<file path="src/design/assert_macros.svh">
// ----------------------------------------------------------------------------
// assert_macros.svh
// Assertion helpers shared by the encoder RTL; empty when SYNTH is defined.
// ----------------------------------------------------------------------------
`ifndef ASSERT_MACROS_SVH
`define ASSERT_MACROS_SVH
`ifndef SYNTH
`define PSE_ASSERT(lbl, clk, rstn, prop, msg) \
    lbl: assert property (@(posedge clk) disable iff (!rstn) prop) else $error(msg);
`define PSE_ASSERT_ALWAYS(lbl, clk, prop, msg) \
    lbl: assert property (@(posedge clk) prop) else $error(msg);
`else
`define PSE_ASSERT(lbl, clk, rstn, prop, msg)
`define PSE_ASSERT_ALWAYS(lbl, clk, prop, msg)
`endif
`endif

</file>
<file path="src/design/pse_pkg.sv">
// ----------------------------------------------------------------------------
// pse_pkg
// Shared widths, codes and inter-module types of the PNG stream encoder.
// ----------------------------------------------------------------------------
package pse_pkg;

    localparam int W_DIM  = 14;
    localparam int W_ROWB = 16;
    localparam int W_FILT = 29;
    localparam int W_IDAT = 32;
    localparam int W_CFGI = 2;
    localparam int QDEPTH = 4;
    localparam int QAW    = $clog2(QDEPTH);

    localparam logic [W_DIM-1:0]  MaxDim    = 14'd8192;
    localparam logic [15:0]       BlockMax  = 16'hffff;
    localparam logic [16:0]       AdlerMod  = 17'd65521;
    localparam logic [31:0]       CrcPoly   = 32'hedb88320;

    localparam logic [W_CFGI-1:0] CFG_WIDTH  = 2'd0;
    localparam logic [W_CFGI-1:0] CFG_HEIGHT = 2'd1;
    localparam logic [W_CFGI-1:0] CFG_ALPHA  = 2'd2;

    typedef struct packed {
        logic       valid;
        logic [7:0] data;
    } head_t;

    typedef struct packed {
        logic              pop;
        logic              header_sent;
    } back_ctl_t;

    typedef struct packed {
        logic [W_DIM-1:0]  width;
        logic [W_DIM-1:0]  height;
        logic              alpha;
        logic [W_ROWB-1:0] row_len;
        logic [W_FILT-1:0] filt;
        logic [W_IDAT-1:0] idat;
    } geom_t;

endpackage

</file>
<file path="src/design/pse_stream_if.sv">
// ----------------------------------------------------------------------------
// pse_stream_if
// Valid/ready channels for pixel bytes in and PNG bytes out.
// ----------------------------------------------------------------------------
interface pse_in_if;
    logic       valid;
    logic       ready;
    logic [7:0] pixel_byte;
    modport source (output valid, output pixel_byte, input ready);
    modport sink   (input valid, input pixel_byte, output ready);
endinterface

interface pse_out_if;
    logic       valid;
    logic       ready;
    logic [7:0] out_byte;
    logic       run_last;
    logic       file_last;
    modport source (output valid, output out_byte, output run_last, output file_last,
                    input ready);
    modport sink   (input valid, input out_byte, input run_last, input file_last,
                    output ready);
endinterface

</file>
<file path="src/design/png_uncompressed_stream_encoder_unit.sv">
// ----------------------------------------------------------------------------
// png_uncompressed_stream_encoder_unit
// Streaming PNG writer with stored deflate blocks, CRC-32 and Adler-32.
// ----------------------------------------------------------------------------
// Feed raw channel bytes, row-major with channels interleaved; out comes a
// complete PNG file, one byte per clock on the output channel while the sink
// is ready and an item is queued. An ordinary pixel item yields one byte, so
// pixels then stream at one item per cycle. The byte sequencer emits one
// output byte a cycle unless stalled, so an item that also opens a row adds
// one byte (filter byte), one that crosses a stored block boundary five more,
// the first item of a file 43 more (signature, IHDR, IDAT head, zlib header)
// and the final item 20 more (Adler-32, IDAT CRC, IEND). A four-deep input
// queue lets the source keep pushing while these runs go out. Write the
// geometry registers only between files; writes during a file are dropped.

module png_uncompressed_stream_encoder_unit (
    input  logic                        clk,
    input  logic                        rst_n,
    pse_in_if.sink                      pix,
    pse_out_if.source                   png,
    input  logic                        cfg_we,
    input  logic [pse_pkg::W_CFGI-1:0]  cfg_index,
    input  logic [pse_pkg::W_DIM-1:0]   cfg_data
);

    logic [pse_pkg::W_DIM-1:0]  width_reg, height_reg;
    logic                       alpha_reg;
    logic [pse_pkg::W_DIM-1:0]  dim_clamped;
    logic [pse_pkg::W_ROWB-1:0] row_len;
    logic [pse_pkg::W_FILT-1:0] filt_reg;
    logic [13:0]                blocks_reg;
    logic [pse_pkg::W_IDAT-1:0] idat_reg;
    logic [pse_pkg::W_FILT-1:0] prod;
    logic [12:0]                q0;
    logic [16:0]                r0, r1;
    logic                       r_ge;
    logic [13:0]                q1;
    pse_pkg::head_t             head;
    pse_pkg::back_ctl_t         ctl;
    pse_pkg::geom_t             geom;

    // Clamp a dimension into 1..MaxDim
    always_comb
    begin
        if (cfg_data == '0)
        begin
            dim_clamped = pse_pkg::W_DIM'(1);
        end
        else if (cfg_data > pse_pkg::MaxDim)
        begin
            dim_clamped = pse_pkg::MaxDim;
        end
        else
        begin
            dim_clamped = cfg_data;
        end
    end

    // Hold geometry while a file is open
    always_ff @(posedge clk or negedge rst_n)
    begin
        if (!rst_n)
        begin
            width_reg  <= pse_pkg::W_DIM'(1);
            height_reg <= pse_pkg::W_DIM'(1);
            alpha_reg  <= 1'b1;
        end
        else if (cfg_we && !ctl.header_sent)
        begin
            case (cfg_index)
                pse_pkg::CFG_WIDTH:  width_reg  <= dim_clamped;
                pse_pkg::CFG_HEIGHT: height_reg <= dim_clamped;
                pse_pkg::CFG_ALPHA:  alpha_reg  <= cfg_data[0];
                default: ;
            endcase
        end
    end

    // Bytes per row: width * 3 or width * 4
    assign row_len = alpha_reg ? {width_reg, 2'b00}
                               : ({2'b00, width_reg} + {1'b0, width_reg, 1'b0});

    // Size pipeline: filtered bytes, stored block count, then IDAT length.
    // Division by 65535: quotient guess from the top bits, one correction.
    assign prod = pse_pkg::W_FILT'(({1'b0, row_len} + 17'd1) * height_reg);
    assign q0   = filt_reg[28:16];
    assign r0   = {1'b0, filt_reg[15:0]} + {4'd0, q0};
    assign r_ge = (r0 >= 17'd65535);
    assign r1   = r_ge ? (r0 - 17'd65535) : r0;
    assign q1   = {1'b0, q0} + {13'd0, r_ge};

    always_ff @(posedge clk)
    begin
        filt_reg   <= prod;
        blocks_reg <= q1 + {13'd0, (r1 != '0)};
        idat_reg   <= 32'd6 + {3'd0, filt_reg} + {16'd0, blocks_reg, 2'b00}
                      + {18'd0, blocks_reg};
    end

    assign geom.width   = width_reg;
    assign geom.height  = height_reg;
    assign geom.alpha   = alpha_reg;
    assign geom.row_len = row_len;
    assign geom.filt    = filt_reg;
    assign geom.idat    = idat_reg;

    pse_front u_front (
        .clk      (clk),
        .rst_n    (rst_n),
        .in_valid (pix.valid),
        .in_data  (pix.pixel_byte),
        .in_ready (pix.ready),
        .pop      (ctl.pop),
        .head     (head)
    );

    pse_back u_back (
        .clk           (clk),
        .rst_n         (rst_n),
        .head          (head),
        .geom          (geom),
        .ctl           (ctl),
        .out_valid     (png.valid),
        .out_ready     (png.ready),
        .out_byte      (png.out_byte),
        .out_run_last  (png.run_last),
        .out_file_last (png.file_last)
    );

endmodule

</file>
<file path="src/design/pse_front.sv">
// ----------------------------------------------------------------------------
// pse_front
// Input queue: accept pixel items and present the oldest one to the emitter.
// ----------------------------------------------------------------------------
module pse_front (
    input  logic            clk,
    input  logic            rst_n,
    input  logic            in_valid,
    input  logic [7:0]      in_data,
    output logic            in_ready,
    input  logic            pop,
    output pse_pkg::head_t  head
);

    logic [7:0]             q_mem [pse_pkg::QDEPTH];
    logic [pse_pkg::QAW-1:0] wr_ptr_reg;
    logic [pse_pkg::QAW-1:0] rd_ptr_reg;
    logic [pse_pkg::QAW:0]   cnt_reg;
    logic [pse_pkg::QAW:0]   cnt_next;
    logic                    push;

    assign in_ready = (cnt_reg != pse_pkg::QAW'(0) + (pse_pkg::QAW+1)'(pse_pkg::QDEPTH));
    assign push     = in_valid && in_ready;
    assign head.valid = (cnt_reg != '0);
    assign head.data  = q_mem[rd_ptr_reg];

    always_comb
    begin
        cnt_next = cnt_reg;
        if (push && !pop)
        begin
            cnt_next = cnt_reg + 1'b1;
        end
        else if (!push && pop)
        begin
            cnt_next = cnt_reg - 1'b1;
        end
    end

    always_ff @(posedge clk)
    begin
        if (push)
        begin
            q_mem[wr_ptr_reg] <= in_data;
        end
    end

    always_ff @(posedge clk or negedge rst_n)
    begin
        if (!rst_n)
        begin
            wr_ptr_reg <= '0;
            rd_ptr_reg <= '0;
            cnt_reg    <= '0;
        end
        else
        begin
            if (push)
            begin
                wr_ptr_reg <= wr_ptr_reg + 1'b1;
            end
            if (pop)
            begin
                rd_ptr_reg <= rd_ptr_reg + 1'b1;
            end
            cnt_reg <= cnt_next;
        end
    end

endmodule

</file>
<file path="src/design/pse_back.sv">
// ----------------------------------------------------------------------------
// pse_back
// Byte sequencer: emit header, block headers, filter bytes, pixels, trailer.
// ----------------------------------------------------------------------------
`include "assert_macros.svh"

module pse_back (
    input  logic                 clk,
    input  logic                 rst_n,
    input  pse_pkg::head_t       head,
    input  pse_pkg::geom_t       geom,
    output pse_pkg::back_ctl_t   ctl,
    output logic                 out_valid,
    input  logic                 out_ready,
    output logic [7:0]           out_byte,
    output logic                 out_run_last,
    output logic                 out_file_last
);

    typedef enum logic [2:0] {
        PH_IDLE, PH_HDR, PH_BLK, PH_FILT, PH_PIX, PH_TRL
    } phase_t;

    localparam logic [5:0] HdrLast = 6'd42;
    localparam logic [5:0] BlkLast = 6'd4;
    localparam logic [5:0] TrlLast = 6'd19;

    phase_t                     ph_reg, ph_next, cur_ph, pick_ph;
    logic [5:0]                 idx_reg, idx_next, cur_idx;
    logic                       sent_reg;
    logic [31:0]                crc_reg, crc_base, crc_next;
    logic [15:0]                adl_lo_reg, adl_hi_reg;
    logic [pse_pkg::W_ROWB-1:0] rbc_reg;
    logic [15:0]                blk_reg;
    logic [pse_pkg::W_FILT-1:0] filt_reg;
    logic                       adv;
    logic [7:0]                 byte_val;
    logic                       crc_use, crc_rst, last, flast;
    logic                       do_data, do_pix, do_blk, do_load, do_end;
    logic [15:0]                blk_len;
    logic                       blk_final;
    logic [31:0]                ncrc;
    logic [16:0]                lo_s, lo_n, hi_s, hi_n;

    function automatic logic [31:0] crc8(input logic [31:0] c, input logic [7:0] b);
        logic [31:0] r;
        r = c ^ {24'd0, b};
        for (int k = 0; k < 8; k++)
        begin
            r = r[0] ? ((r >> 1) ^ pse_pkg::CrcPoly) : (r >> 1);
        end
        return r;
    endfunction

    assign adv  = head.valid && (!out_valid || out_ready);
    assign ncrc = ~crc_reg;
    assign blk_final = (filt_reg <= pse_pkg::W_FILT'(pse_pkg::BlockMax));
    assign blk_len   = blk_final ? filt_reg[15:0] : pse_pkg::BlockMax;

    always_comb
    begin
        if (blk_reg == '0)
        begin
            pick_ph = PH_BLK;
        end
        else if (rbc_reg == '0)
        begin
            pick_ph = PH_FILT;
        end
        else
        begin
            pick_ph = PH_PIX;
        end
        if (ph_reg == PH_IDLE)
        begin
            cur_ph  = sent_reg ? pick_ph : PH_HDR;
            cur_idx = '0;
        end
        else
        begin
            cur_ph  = ph_reg;
            cur_idx = idx_reg;
        end
    end

    always_comb
    begin
        byte_val = '0;
        crc_use  = 1'b0;
        crc_rst  = 1'b0;
        last     = 1'b0;
        flast    = 1'b0;
        do_data  = 1'b0;
        do_pix   = 1'b0;
        do_blk   = 1'b0;
        do_load  = 1'b0;
        do_end   = 1'b0;
        ph_next  = cur_ph;
        idx_next = cur_idx + 1'b1;
        case (cur_ph)
            PH_HDR:
            begin
                case (cur_idx)
                    6'd0:  byte_val = 8'h89;
                    6'd1:  byte_val = 8'h50;
                    6'd2:  byte_val = 8'h4e;
                    6'd3:  byte_val = 8'h47;
                    6'd4:  byte_val = 8'h0d;
                    6'd5:  byte_val = 8'h0a;
                    6'd6:  byte_val = 8'h1a;
                    6'd7:  byte_val = 8'h0a;
                    6'd11: byte_val = 8'h0d;
                    6'd12: byte_val = 8'h49;
                    6'd13: byte_val = 8'h48;
                    6'd14: byte_val = 8'h44;
                    6'd15: byte_val = 8'h52;
                    6'd18: byte_val = {2'b00, geom.width[13:8]};
                    6'd19: byte_val = geom.width[7:0];
                    6'd22: byte_val = {2'b00, geom.height[13:8]};
                    6'd23: byte_val = geom.height[7:0];
                    6'd24: byte_val = 8'h08;
                    6'd25: byte_val = geom.alpha ? 8'h06 : 8'h02;
                    6'd29: byte_val = ncrc[31:24];
                    6'd30: byte_val = ncrc[23:16];
                    6'd31: byte_val = ncrc[15:8];
                    6'd32: byte_val = ncrc[7:0];
                    6'd33: byte_val = geom.idat[31:24];
                    6'd34: byte_val = geom.idat[23:16];
                    6'd35: byte_val = geom.idat[15:8];
                    6'd36: byte_val = geom.idat[7:0];
                    6'd37: byte_val = 8'h49;
                    6'd38: byte_val = 8'h44;
                    6'd39: byte_val = 8'h41;
                    6'd40: byte_val = 8'h54;
                    6'd41: byte_val = 8'h78;
                    6'd42: byte_val = 8'h01;
                    default: byte_val = 8'h00;
                endcase
                crc_use = (cur_idx >= 6'd12 && cur_idx <= 6'd28) || (cur_idx >= 6'd37);
                crc_rst = (cur_idx == 6'd12) || (cur_idx == 6'd37);
                if (cur_idx == HdrLast)
                begin
                    do_load  = 1'b1;
                    ph_next  = PH_BLK;
                    idx_next = '0;
                end
            end
            PH_BLK:
            begin
                case (cur_idx)
                    6'd0:    byte_val = {7'd0, blk_final};
                    6'd1:    byte_val = blk_len[7:0];
                    6'd2:    byte_val = blk_len[15:8];
                    6'd3:    byte_val = ~blk_len[7:0];
                    default: byte_val = ~blk_len[15:8];
                endcase
                crc_use = 1'b1;
                if (cur_idx == BlkLast)
                begin
                    do_blk   = 1'b1;
                    ph_next  = (rbc_reg == '0) ? PH_FILT : PH_PIX;
                    idx_next = '0;
                end
            end
            PH_FILT:
            begin
                byte_val = 8'h00;
                crc_use  = 1'b1;
                do_data  = 1'b1;
                ph_next  = (blk_reg == 16'd1) ? PH_BLK : PH_PIX;
                idx_next = '0;
            end
            PH_PIX:
            begin
                byte_val = head.data;
                crc_use  = 1'b1;
                do_data  = 1'b1;
                do_pix   = 1'b1;
                idx_next = '0;
                if (filt_reg == pse_pkg::W_FILT'(1))
                begin
                    ph_next = PH_TRL;
                end
                else
                begin
                    ph_next = PH_IDLE;
                    last    = 1'b1;
                end
            end
            PH_TRL:
            begin
                case (cur_idx)
                    6'd0:  byte_val = adl_hi_reg[15:8];
                    6'd1:  byte_val = adl_hi_reg[7:0];
                    6'd2:  byte_val = adl_lo_reg[15:8];
                    6'd3:  byte_val = adl_lo_reg[7:0];
                    6'd4:  byte_val = ncrc[31:24];
                    6'd5:  byte_val = ncrc[23:16];
                    6'd6:  byte_val = ncrc[15:8];
                    6'd7:  byte_val = ncrc[7:0];
                    6'd12: byte_val = 8'h49;
                    6'd13: byte_val = 8'h45;
                    6'd14: byte_val = 8'h4e;
                    6'd15: byte_val = 8'h44;
                    6'd16: byte_val = ncrc[31:24];
                    6'd17: byte_val = ncrc[23:16];
                    6'd18: byte_val = ncrc[15:8];
                    6'd19: byte_val = ncrc[7:0];
                    default: byte_val = 8'h00;
                endcase
                crc_use = (cur_idx <= 6'd3) || (cur_idx >= 6'd12 && cur_idx <= 6'd15);
                crc_rst = (cur_idx == 6'd12);
                if (cur_idx == TrlLast)
                begin
                    last     = 1'b1;
                    flast    = 1'b1;
                    do_end   = 1'b1;
                    ph_next  = PH_IDLE;
                    idx_next = '0;
                end
            end
            default:
            begin
                ph_next  = PH_IDLE;
                idx_next = '0;
            end
        endcase
    end

    // Adler-32 running sums and CRC-32 step, one byte per cycle while the sequencer advances
    always_comb
    begin
        lo_s = {1'b0, adl_lo_reg} + {9'd0, byte_val};
        lo_n = (lo_s >= pse_pkg::AdlerMod) ? (lo_s - pse_pkg::AdlerMod) : lo_s;
        hi_s = {1'b0, adl_hi_reg} + lo_n;
        hi_n = (hi_s >= pse_pkg::AdlerMod) ? (hi_s - pse_pkg::AdlerMod) : hi_s;
        crc_base = crc_rst ? 32'hffffffff : crc_reg;
        crc_next = crc_use ? crc8(crc_base, byte_val) : crc_reg;
    end

    assign ctl.pop         = adv && last;
    assign ctl.header_sent = sent_reg;

    always_ff @(posedge clk)
    begin
        if (adv)
        begin
            out_byte      <= byte_val;
            out_run_last  <= last;
            out_file_last <= flast;
        end
    end

    always_ff @(posedge clk or negedge rst_n)
    begin
        if (!rst_n)
        begin
            ph_reg     <= PH_IDLE;
            idx_reg    <= '0;
            sent_reg   <= 1'b0;
            crc_reg    <= 32'hffffffff;
            adl_lo_reg <= 16'd1;
            adl_hi_reg <= '0;
            rbc_reg    <= '0;
            blk_reg    <= '0;
            filt_reg   <= '0;
            out_valid  <= 1'b0;
        end
        else
        begin
            if (out_valid && out_ready && !adv)
            begin
                out_valid <= 1'b0;
            end
            if (adv)
            begin
                out_valid <= 1'b1;
                ph_reg    <= ph_next;
                idx_reg   <= idx_next;
                sent_reg  <= 1'b1;
                crc_reg   <= crc_next;
                if (do_load)
                begin
                    filt_reg <= geom.filt;
                end
                if (do_blk)
                begin
                    blk_reg <= blk_len;
                end
                if (do_data)
                begin
                    adl_lo_reg <= lo_n[15:0];
                    adl_hi_reg <= hi_n[15:0];
                    blk_reg    <= blk_reg - 1'b1;
                    filt_reg   <= filt_reg - 1'b1;
                    rbc_reg    <= rbc_reg + 1'b1;
                end
                if (do_pix && (rbc_reg == geom.row_len))
                begin
                    rbc_reg <= '0;
                end
                if (do_end)
                begin
                    sent_reg   <= 1'b0;
                    crc_reg    <= 32'hffffffff;
                    adl_lo_reg <= 16'd1;
                    adl_hi_reg <= '0;
                    rbc_reg    <= '0;
                    blk_reg    <= '0;
                    filt_reg   <= '0;
                end
            end
        end
    end

    `PSE_ASSERT(a_flast_ends_run, clk, rst_n, out_valid && out_file_last |-> out_run_last, "file end off run")
    `PSE_ASSERT(a_busy_sent, clk, rst_n, (ph_reg != PH_IDLE) |-> sent_reg, "phase without file")
    `PSE_ASSERT_ALWAYS(a_pop_head, clk, ctl.pop |-> head.valid, "pop with empty queue")

endmodule
</file>
<file path="src/flat_wrapper.sv">
// flat-port wrapper written by rule: the top's interface ports become plain ports
module png_uncompressed_stream_encoder_unit_flat 
  (clk, rst_n, cfg_we, cfg_index, cfg_data, pix_valid, pix_pixel_byte, pix_ready, png_valid, png_out_byte, png_run_last, png_file_last, png_ready);
  pse_in_if pix_i ();
  pse_out_if png_i ();
  input  logic clk;
  input  logic rst_n;
  input  logic cfg_we;
  input  logic [pse_pkg::W_CFGI-1:0] cfg_index;
  input  logic [pse_pkg::W_DIM-1:0] cfg_data;
  input wire logic [$bits(pix_i.valid)-1:0] pix_valid;
  input wire logic [$bits(pix_i.pixel_byte)-1:0] pix_pixel_byte;
  output wire logic [$bits(pix_i.ready)-1:0] pix_ready;
  output wire logic [$bits(png_i.valid)-1:0] png_valid;
  output wire logic [$bits(png_i.out_byte)-1:0] png_out_byte;
  output wire logic [$bits(png_i.run_last)-1:0] png_run_last;
  output wire logic [$bits(png_i.file_last)-1:0] png_file_last;
  input wire logic [$bits(png_i.ready)-1:0] png_ready;
  assign pix_i.valid = pix_valid;
  assign pix_i.pixel_byte = pix_pixel_byte;
  assign pix_ready = pix_i.ready;
  assign png_valid = png_i.valid;
  assign png_out_byte = png_i.out_byte;
  assign png_run_last = png_i.run_last;
  assign png_file_last = png_i.file_last;
  assign png_i.ready = png_ready;
  png_uncompressed_stream_encoder_unit u_core (.clk(clk), .rst_n(rst_n), .pix(pix_i), .png(png_i), .cfg_we(cfg_we), .cfg_index(cfg_index), .cfg_data(cfg_data));
endmodule
</file>
<file path="config.mk">
export PLATFORM = sky130hd
export DESIGN_NAME = png_uncompressed_stream_encoder_unit_flat
export DESIGN_NICKNAME = d
export VERILOG_FILES = /design/src/design/pse_pkg.sv /design/src/design/pse_stream_if.sv /design/src/design/png_uncompressed_stream_encoder_unit.sv /design/src/design/pse_front.sv /design/src/design/pse_back.sv /design/src/flat_wrapper.sv
export VERILOG_INCLUDE_DIRS = /design/src /design/src/design
export SDC_FILE = /design/constraint.sdc
export NUM_CORES = 1
export LEC_CHECK = 0
export BUFFER_PORTS_ARGS = -buffer_cell sky130_fd_sc_hd__buf_2
export CORE_MARGIN = 10
export CORE_UTILIZATION = 40
export DETAILED_ROUTE_END_ITERATION = 10
export PLACE_DENSITY = 0.64
export SLEW_MARGIN = 20
export SYNTH_ARGS = -nofsm -noshare
export SYNTH_HDL_FRONTEND = slang
export SYNTH_HIERARCHICAL = 1
export SYNTH_SLANG_ARGS = --single-unit
</file>
<file path="constraint.sdc">
create_clock -name clk -period 25 [get_ports clk]
set_clock_uncertainty 0.15 [all_clocks]
set_input_delay 1.25 -clock clk [delete_from_list [all_inputs] [get_ports clk]]
set_output_delay 1.25 -clock clk [all_outputs]
set_load 0.05 [all_outputs]
</file>
Yosys cells after proc, flatten, opt, wreduce, memory -nomap -nowiden
Memories as Yosys holds them, arrays and structs flattened. Index checks and enable logic that the tools add are counted.

Order comparisons: 10. Equality and inequality tests: 45. Mux-type cells: 70. Add/subtract/negate cells: 21. Multipliers: 1. Reductions and logical operators: 53. Bitwise logic cells: 12.

Operators by type and width (number): $mux W32 (11); $pmux W8 S29 (1); $mux W16 (13); $not A13 Y14 (8); $pmux W8 S12 (1); $mux W29 (3); $eq A6 B5 Y1 const B (11); $eq A6 B6 Y1 const B (11); $pmux W8 S4 (2); $ge A17 B16 Y1 const B (3); $mux W3 (12); $mux W17 (2); $sub A17 B16 Y17 const B (2); $add A32 B14 Y32 (1); $add A32 B16 Y32 (1); $logic_not A16 Y1 (2); $not A32 Y32 (1); $xor A32 B8 Y32 (1); $add A3 B29 Y30 const A (1); $eq A6 B4 Y1 const B (5); $eq A29 B1 Y1 const B (1); $le A29 B16 Y1 const B (1); $mul A29 B14 Y29 (1); $sub A29 B1 Y29 const B (1); 52 further kinds (116).

Memories kept: 1. Logic and storage cells: 235. Register bits after elaboration: 257. Bits in writable memories: 32.

Memory list: u_core.u_front.q_mem (depth 4, width 8, read ports 1, clocked after Yosys merged registers in 0, wr ports 1, line pse_front.sv:15) `logic [7:0] q_mem [pse_pkg::QDEPTH];`.

Logic depth before layout (Yosys ltp)
Depth in word-level cells: 27. Gate-level depth with buffers: 44. Depth with buffers taken out: 36.

Modules after synthesis
The synthesis kept the hierarchy.

By module, submodules not included: png_uncompressed_stream_encoder_unit (area each 14112.3 µm², cells an instance 1582, sequential area each 2190.9 µm², instances 1); pse_back (area each 13051.3 µm², cells an instance 1653, sequential area each 3744.8 µm², instances 1); pse_front (area each 1576.5 µm², cells an instance 77, sequential area each 1136.1 µm², instances 1).

Least setup slack after synthesis
No wires, ideal clock.

Path type: reg2reg. From: register u_core.u_back.ph_reg[0]. To: register u_core.u_back.adl_hi_reg[7]. Library setup time: 153 ps. Setup slack: 15382 ps. Stages on the path, launching flop included: 42. Data arrival time: 9314 ps. Path through: dfrtp_1 -> buf_6 -> or3_1 -> buf_6 -> buf_6 -> buf_6 -> buf_2 -> nand2_1 -> inv_1 -> ha_1 -> buf_2 -> or4_1 -> o21ai_0 -> a311oi_1 -> a21o_1 -> o31a_1 -> or4_4 -> fa_1 -> [6 not listed] -> nand4_1 -> o21ai_0 -> nor2_1 -> a21oi_1 -> inv_1 -> ha_1 -> a21o_1 -> a21o_1 -> a21o_1 -> a21oi_1 -> o21ai_0 -> xnor2_1 -> nor4b_1 -> nand4_1 -> or4b_1 -> clkbuf_1 -> nand2_1 -> o311ai_0.

Word-level cells in the longest chain between the ends: 14. Elaborated cells between the ends (all ways): 71.

RTL lines: start: declaration (line pse_back.sv:28) `phase_t ph_reg, ph_next, cur_ph, pick_ph;`; start signal: assignment (line pse_back.sv:278) `ph_reg <= ph_next;`; $logic_not A3 Y1 (line pse_back.sv:74) `if (ph_reg == PH_IDLE)`; $mux W6 (line pse_back.sv:74); $eq A6 B4 Y1, or another cell as far along (line pse_back.sv:103, pse_back.sv:192); $reduce_or A2 Y1 (no source line); $pmux W8 S29 or $pmux W8 S12 (tied branches) (line pse_back.sv:103, pse_back.sv:192); $pmux W8 S4 (*) (line pse_back.sv:100) `case (cur_ph)`; via u_core.u_back.byte_val[1] (line pse_back.sv:37) `logic [7:0] byte_val;`; $add A16 B8 Y17 (*) (line pse_back.sv:233) `lo_s = {1'b0, adl_lo_reg} + {9'd0, byte_val};`; $sub A17 B16 Y17 or $ge A17 B16 Y1 (tied branches) (line pse_back.sv:234) `lo_n = (lo_s >= pse_pkg::AdlerMod) ? (lo_s - pse_pkg::AdlerMod) : lo_s;`; $mux W17 (*) (line pse_back.sv:234); $add A16 B17 Y17 (*) (line pse_back.sv:235) `hi_s = {1'b0, adl_hi_reg} + lo_n;`; $sub A16 B16 Y16 or $ge A17 B16 Y1 (tied branches) (line pse_back.sv:236) `hi_n = (hi_s >= pse_pkg::AdlerMod) ? (hi_s - pse_pkg::AdlerMod) : hi_s;`; $mux W16 (*) (line pse_back.sv:236); $mux W16 (*) (line pse_back.sv:290) `if (do_data)`; $mux W16 (*) (line pse_back.sv:302) `if (do_end)`; end signal: assignment (line pse_back.sv:293) `adl_hi_reg <= hi_n[15:0];`; end: declaration (line pse_back.sv:32) `logic [15:0] adl_lo_reg, adl_hi_reg;`.

Mark *: on every way through the listed nets, which the timed path passes. The rest lies on a longest branch. The select of a mux whose other input is x is not followed. A chain may end at the register's enable or synchronous reset.

Worst setup path in the final report
From: register u_core.u_back.ph_reg[2]. To: register u_core.u_back.adl_hi_reg[13].

Same word-level chain as after synthesis.

==> results_dict.tcl <==
set metrics [dict create \
    status "finished, final reports clean" \
    fmax_ghz 0.0898 \
    use_met1 0.284 \
    cts-resized-gates 0 \
    gr-max-usage-layer "met2" \
    fraction_of_the_yosys_area_taken_by_sequential_cells 0.246 \
    grt_max_degree 92 \
    remaining_drc_errors 0 \
    synth_top_cell_by_area "sky130_fd_sc_hd__fa_1" \
    clk_path_buf_depth 3 \
    fraction_of_final_layout_cells_with_drive_strength_greater_than_1 0.0798 \
    post_drt_via_cell_ratio 5.73 \
    dp_hpwl_mm 64.8 \
    grt_antenna_before_repair 2 \
    slowest_delay_ns 0.81 \
    postPlaceCellArea_um2 29800 \
    number_of_drc_markers_in_iteration_0 2471 \
    relSlewSlack 0.286 \
    number_of_enable_flip_flop_cells_after_synthesis 42 \
    root_buffer_cell "sky130_fd_sc_hd__clkbuf_16" \
    grt_setup_unrepaired "no" \
    criticalPathCategory "reg2reg" \
    die_area_um2 83000 \
    grt_pass1_wl_mm 137 \
    die_h_um 288 \
    ys_types 111 \
    postSynthRegisterBits 287 \
    numPlacedInstances 4181 \
    maxSlewViolCount 0 \
    max-cap-violations 0 \
    seq_area_um2 7070 \
    track_usage 0.206 \
    hold_path.class "reg2reg" \
    io_buffer_count 40 \
    timing_worst_slew_pin_value_ns 1.07 \
    cp_data_arrival_time_ns 11.44 \
    postLayoutCoreUtil 0.435 \
    crit-reg2reg-launch "u_core/u_back/ph_reg[2]" \
    crit_slowest_cell "sky130_fd_sc_hd__or4b_1" \
    synthFlopType "sky130_fd_sc_hd__dfrtp_1" \
    crit_fanout 21 \
    flow.area_growth_from_synthesis_pct 7.97 \
    total_power_mw 4.20 \
    hold_ws_ns 0.336 \
    routabilityCongestion 0.981 \
    instances_no_fill 4245 \
    clk_pin_slew_ns 0.06 \
    die_w_um 288 \
    placementRows 98 \
    number_of_global_route_vias_before_repair 23848 \
    crit_required_ns 25.31 \
    asyncSetResetFlopFracSynth 0.599 \
    synth_cells 3312 \
    worst_hold_startpoint "u_core/u_back/idx_reg[1]" \
    place_ws_ns 14.16 \
    drt-pass1-iter-count 7 \
    average_cell_area_after_synthesis_um2 8.68 \
    globalRouteMet2Util 0.330 \
    fin_tns_setup_ns 0 \
    tritoncts_clock_tree "yes" \
    initial_utilization 0.403 \
    yosysWarningCount 6 \
    cts_inserted_buffers 35 \
    drt-wirelength-per-cell_um 20.2 \
    powerDensity_nw_per_um2 135 \
    diodes 0 \
    layout_worst_path_cycle_share 0.445 \
    cts_sinks 287 \
    core_box_area_um2 71400 \
    number_of_fillers_in_the_final_layout 7096 \
    final.min_clock_period_ns 11.13 \
    ant_nets 0 \
    top_level_ports 41 \
    clk_latency_ns 0.56 \
    total_congestion_overflow_after_global_routing 0 \
    route.vias.total 24327 \
    vdd.ir_drop.worst_uv 133 \
    synth.top_cells.by_count "sky130_fd_sc_hd__nand2_1, sky130_fd_sc_hd__inv_1, sky130_fd_sc_hd__nor2_1" \
    finalInstanceArea_um2 31000 \
    leakage_nw 13.8 \
    post-cts-setup-buffer-count 0 \
    synth_top_area_frac 0.136 \
    wl_mm 85.8 \
    finalNetCount 3691 \
    final-hold-violation-count 0 \
    cts.htree.levels 2 \
    global_route.usage.met3 0.0339 \
    yosys-top-cells-area "sky130_fd_sc_hd__fa_1, sky130_fd_sc_hd__dfrtp_1, sky130_fd_sc_hd__ha_1, sky130_fd_sc_hd__dfxtp_1, sky130_fd_sc_hd__edfxtp_1" \
    post-synth-top-count-cell "sky130_fd_sc_hd__nand2_1" \
    setup-violations-final 0 \
    holdBufCountCts 0 \
    final_critical_path_setup_slack_ns 13.87 \
    cpMostUsedCell "sky130_fd_sc_hd__a21o_1" \
    critical_path.endpoint_type "register" \
    critPathLaunchType "register" \
    crit_start "u_core/u_back/ph_reg[2]" \
    combined_area_of_the_multi_input_logic_cells_um2 20000 \
    netlist_area_um2 28700 \
]
[logic make-up after synthesis]
family	after synthesis	synth area share
AO/OA/AOI/OAI	778	0.177
XOR/XNOR	217	0.0765
adder cells (fa/ha/maj)	394	0.222
buffers and inverters	440	0.0603
flip-flops	287	0.246
multiplexers	35	0.0161
other	1	0.000130
AND/OR/NAND/NOR	1160	0.202
[critical path, delay by kind of cell, from the launching register on]
kind | cells | cell delay (ns)
and+or+nand+nor | 11 | 3.88
adders and majority gates | 3 | 1.22
buffers and inverters | 2 | 0.21
xor gates and xnor gates | 1 | 0.23
AOI/OAI and AO/OA | 17 | 4.69
DFF | 1 | 0.65
[where the power goes]
part	switching, mW	internal (mW)	total [mW]
Sequential	0.221	0.657	0.878
Combinational	1.66	1.12	2.78
Clock	0.218	0.327	0.546
Total	2.10	2.10	4.20
[layer usage]
metal,share of wire,routed length [µm]
met1,0.45,38400
met2,0.45,39000
met3,0.071,6100
met4,0.026,2240
met5,0.00015,13
[cell type report]
cell class                      count  area share
Clock buffer                       48      0.0324
Clock inverter                     16     0.00710
Inverter                          282      0.0341
Multi-Input combinational cell   2586       0.645
Sequential cell                   287       0.228
Tap cell                          950      0.0383
Timing Repair Buffer               76      0.0154
[cell usage in the layout, fill, tap and decap left out, types with 37 or more instances in the layout]
cell / netlist / layout
sky130_fd_sc_hd__nand2_1: 302 / 302
sky130_fd_sc_hd__edfxtp_1: 42 / 42
sky130_fd_sc_hd__inv_1: 281 / 281
sky130_fd_sc_hd__and2_1: 150 / 150
sky130_fd_sc_hd__nor2_1: 275 / 275
sky130_fd_sc_hd__dfxtp_1: 73 / 73
sky130_fd_sc_hd__dfrtp_1: 136 / 136
sky130_fd_sc_hd__xor2_1: 73 / 71
sky130_fd_sc_hd__o21ai_0: 221 / 220
sky130_fd_sc_hd__buf_2: 23 / 39
sky130_fd_sc_hd__fa_1: 195 / 195
sky130_fd_sc_hd__a21oi_1: 184 / 184
sky130_fd_sc_hd__nand2b_1: 40 / 40
sky130_fd_sc_hd__ha_1: 199 / 199
sky130_fd_sc_hd__nand3_1: 94 / 94
sky130_fd_sc_hd__a31oi_1: 37 / 37
sky130_fd_sc_hd__xnor2_1: 124 / 121
sky130_fd_sc_hd__nor3_1: 84 / 84
[worst paths after layout]
path | to | slack (ns) | cells after the start
max | u_core/u_back/adl_hi_reg[13] | 13.87 | 34
min | u_core/u_back/idx_reg[1] | 0.34 | 2
max reg2reg | u_core/u_back/adl_hi_reg[13] | 13.87 | 34
min reg2reg | u_core/u_back/idx_reg[1] | 0.34 | 2
max in group asynchronous | u_core/u_back/rbc_reg[13] | 22.90 | 2
min in group asynchronous | u_core/u_back/filt_reg[17] | 0.49 | 1
No activity file was read; power rests on OpenSTA's default activity.
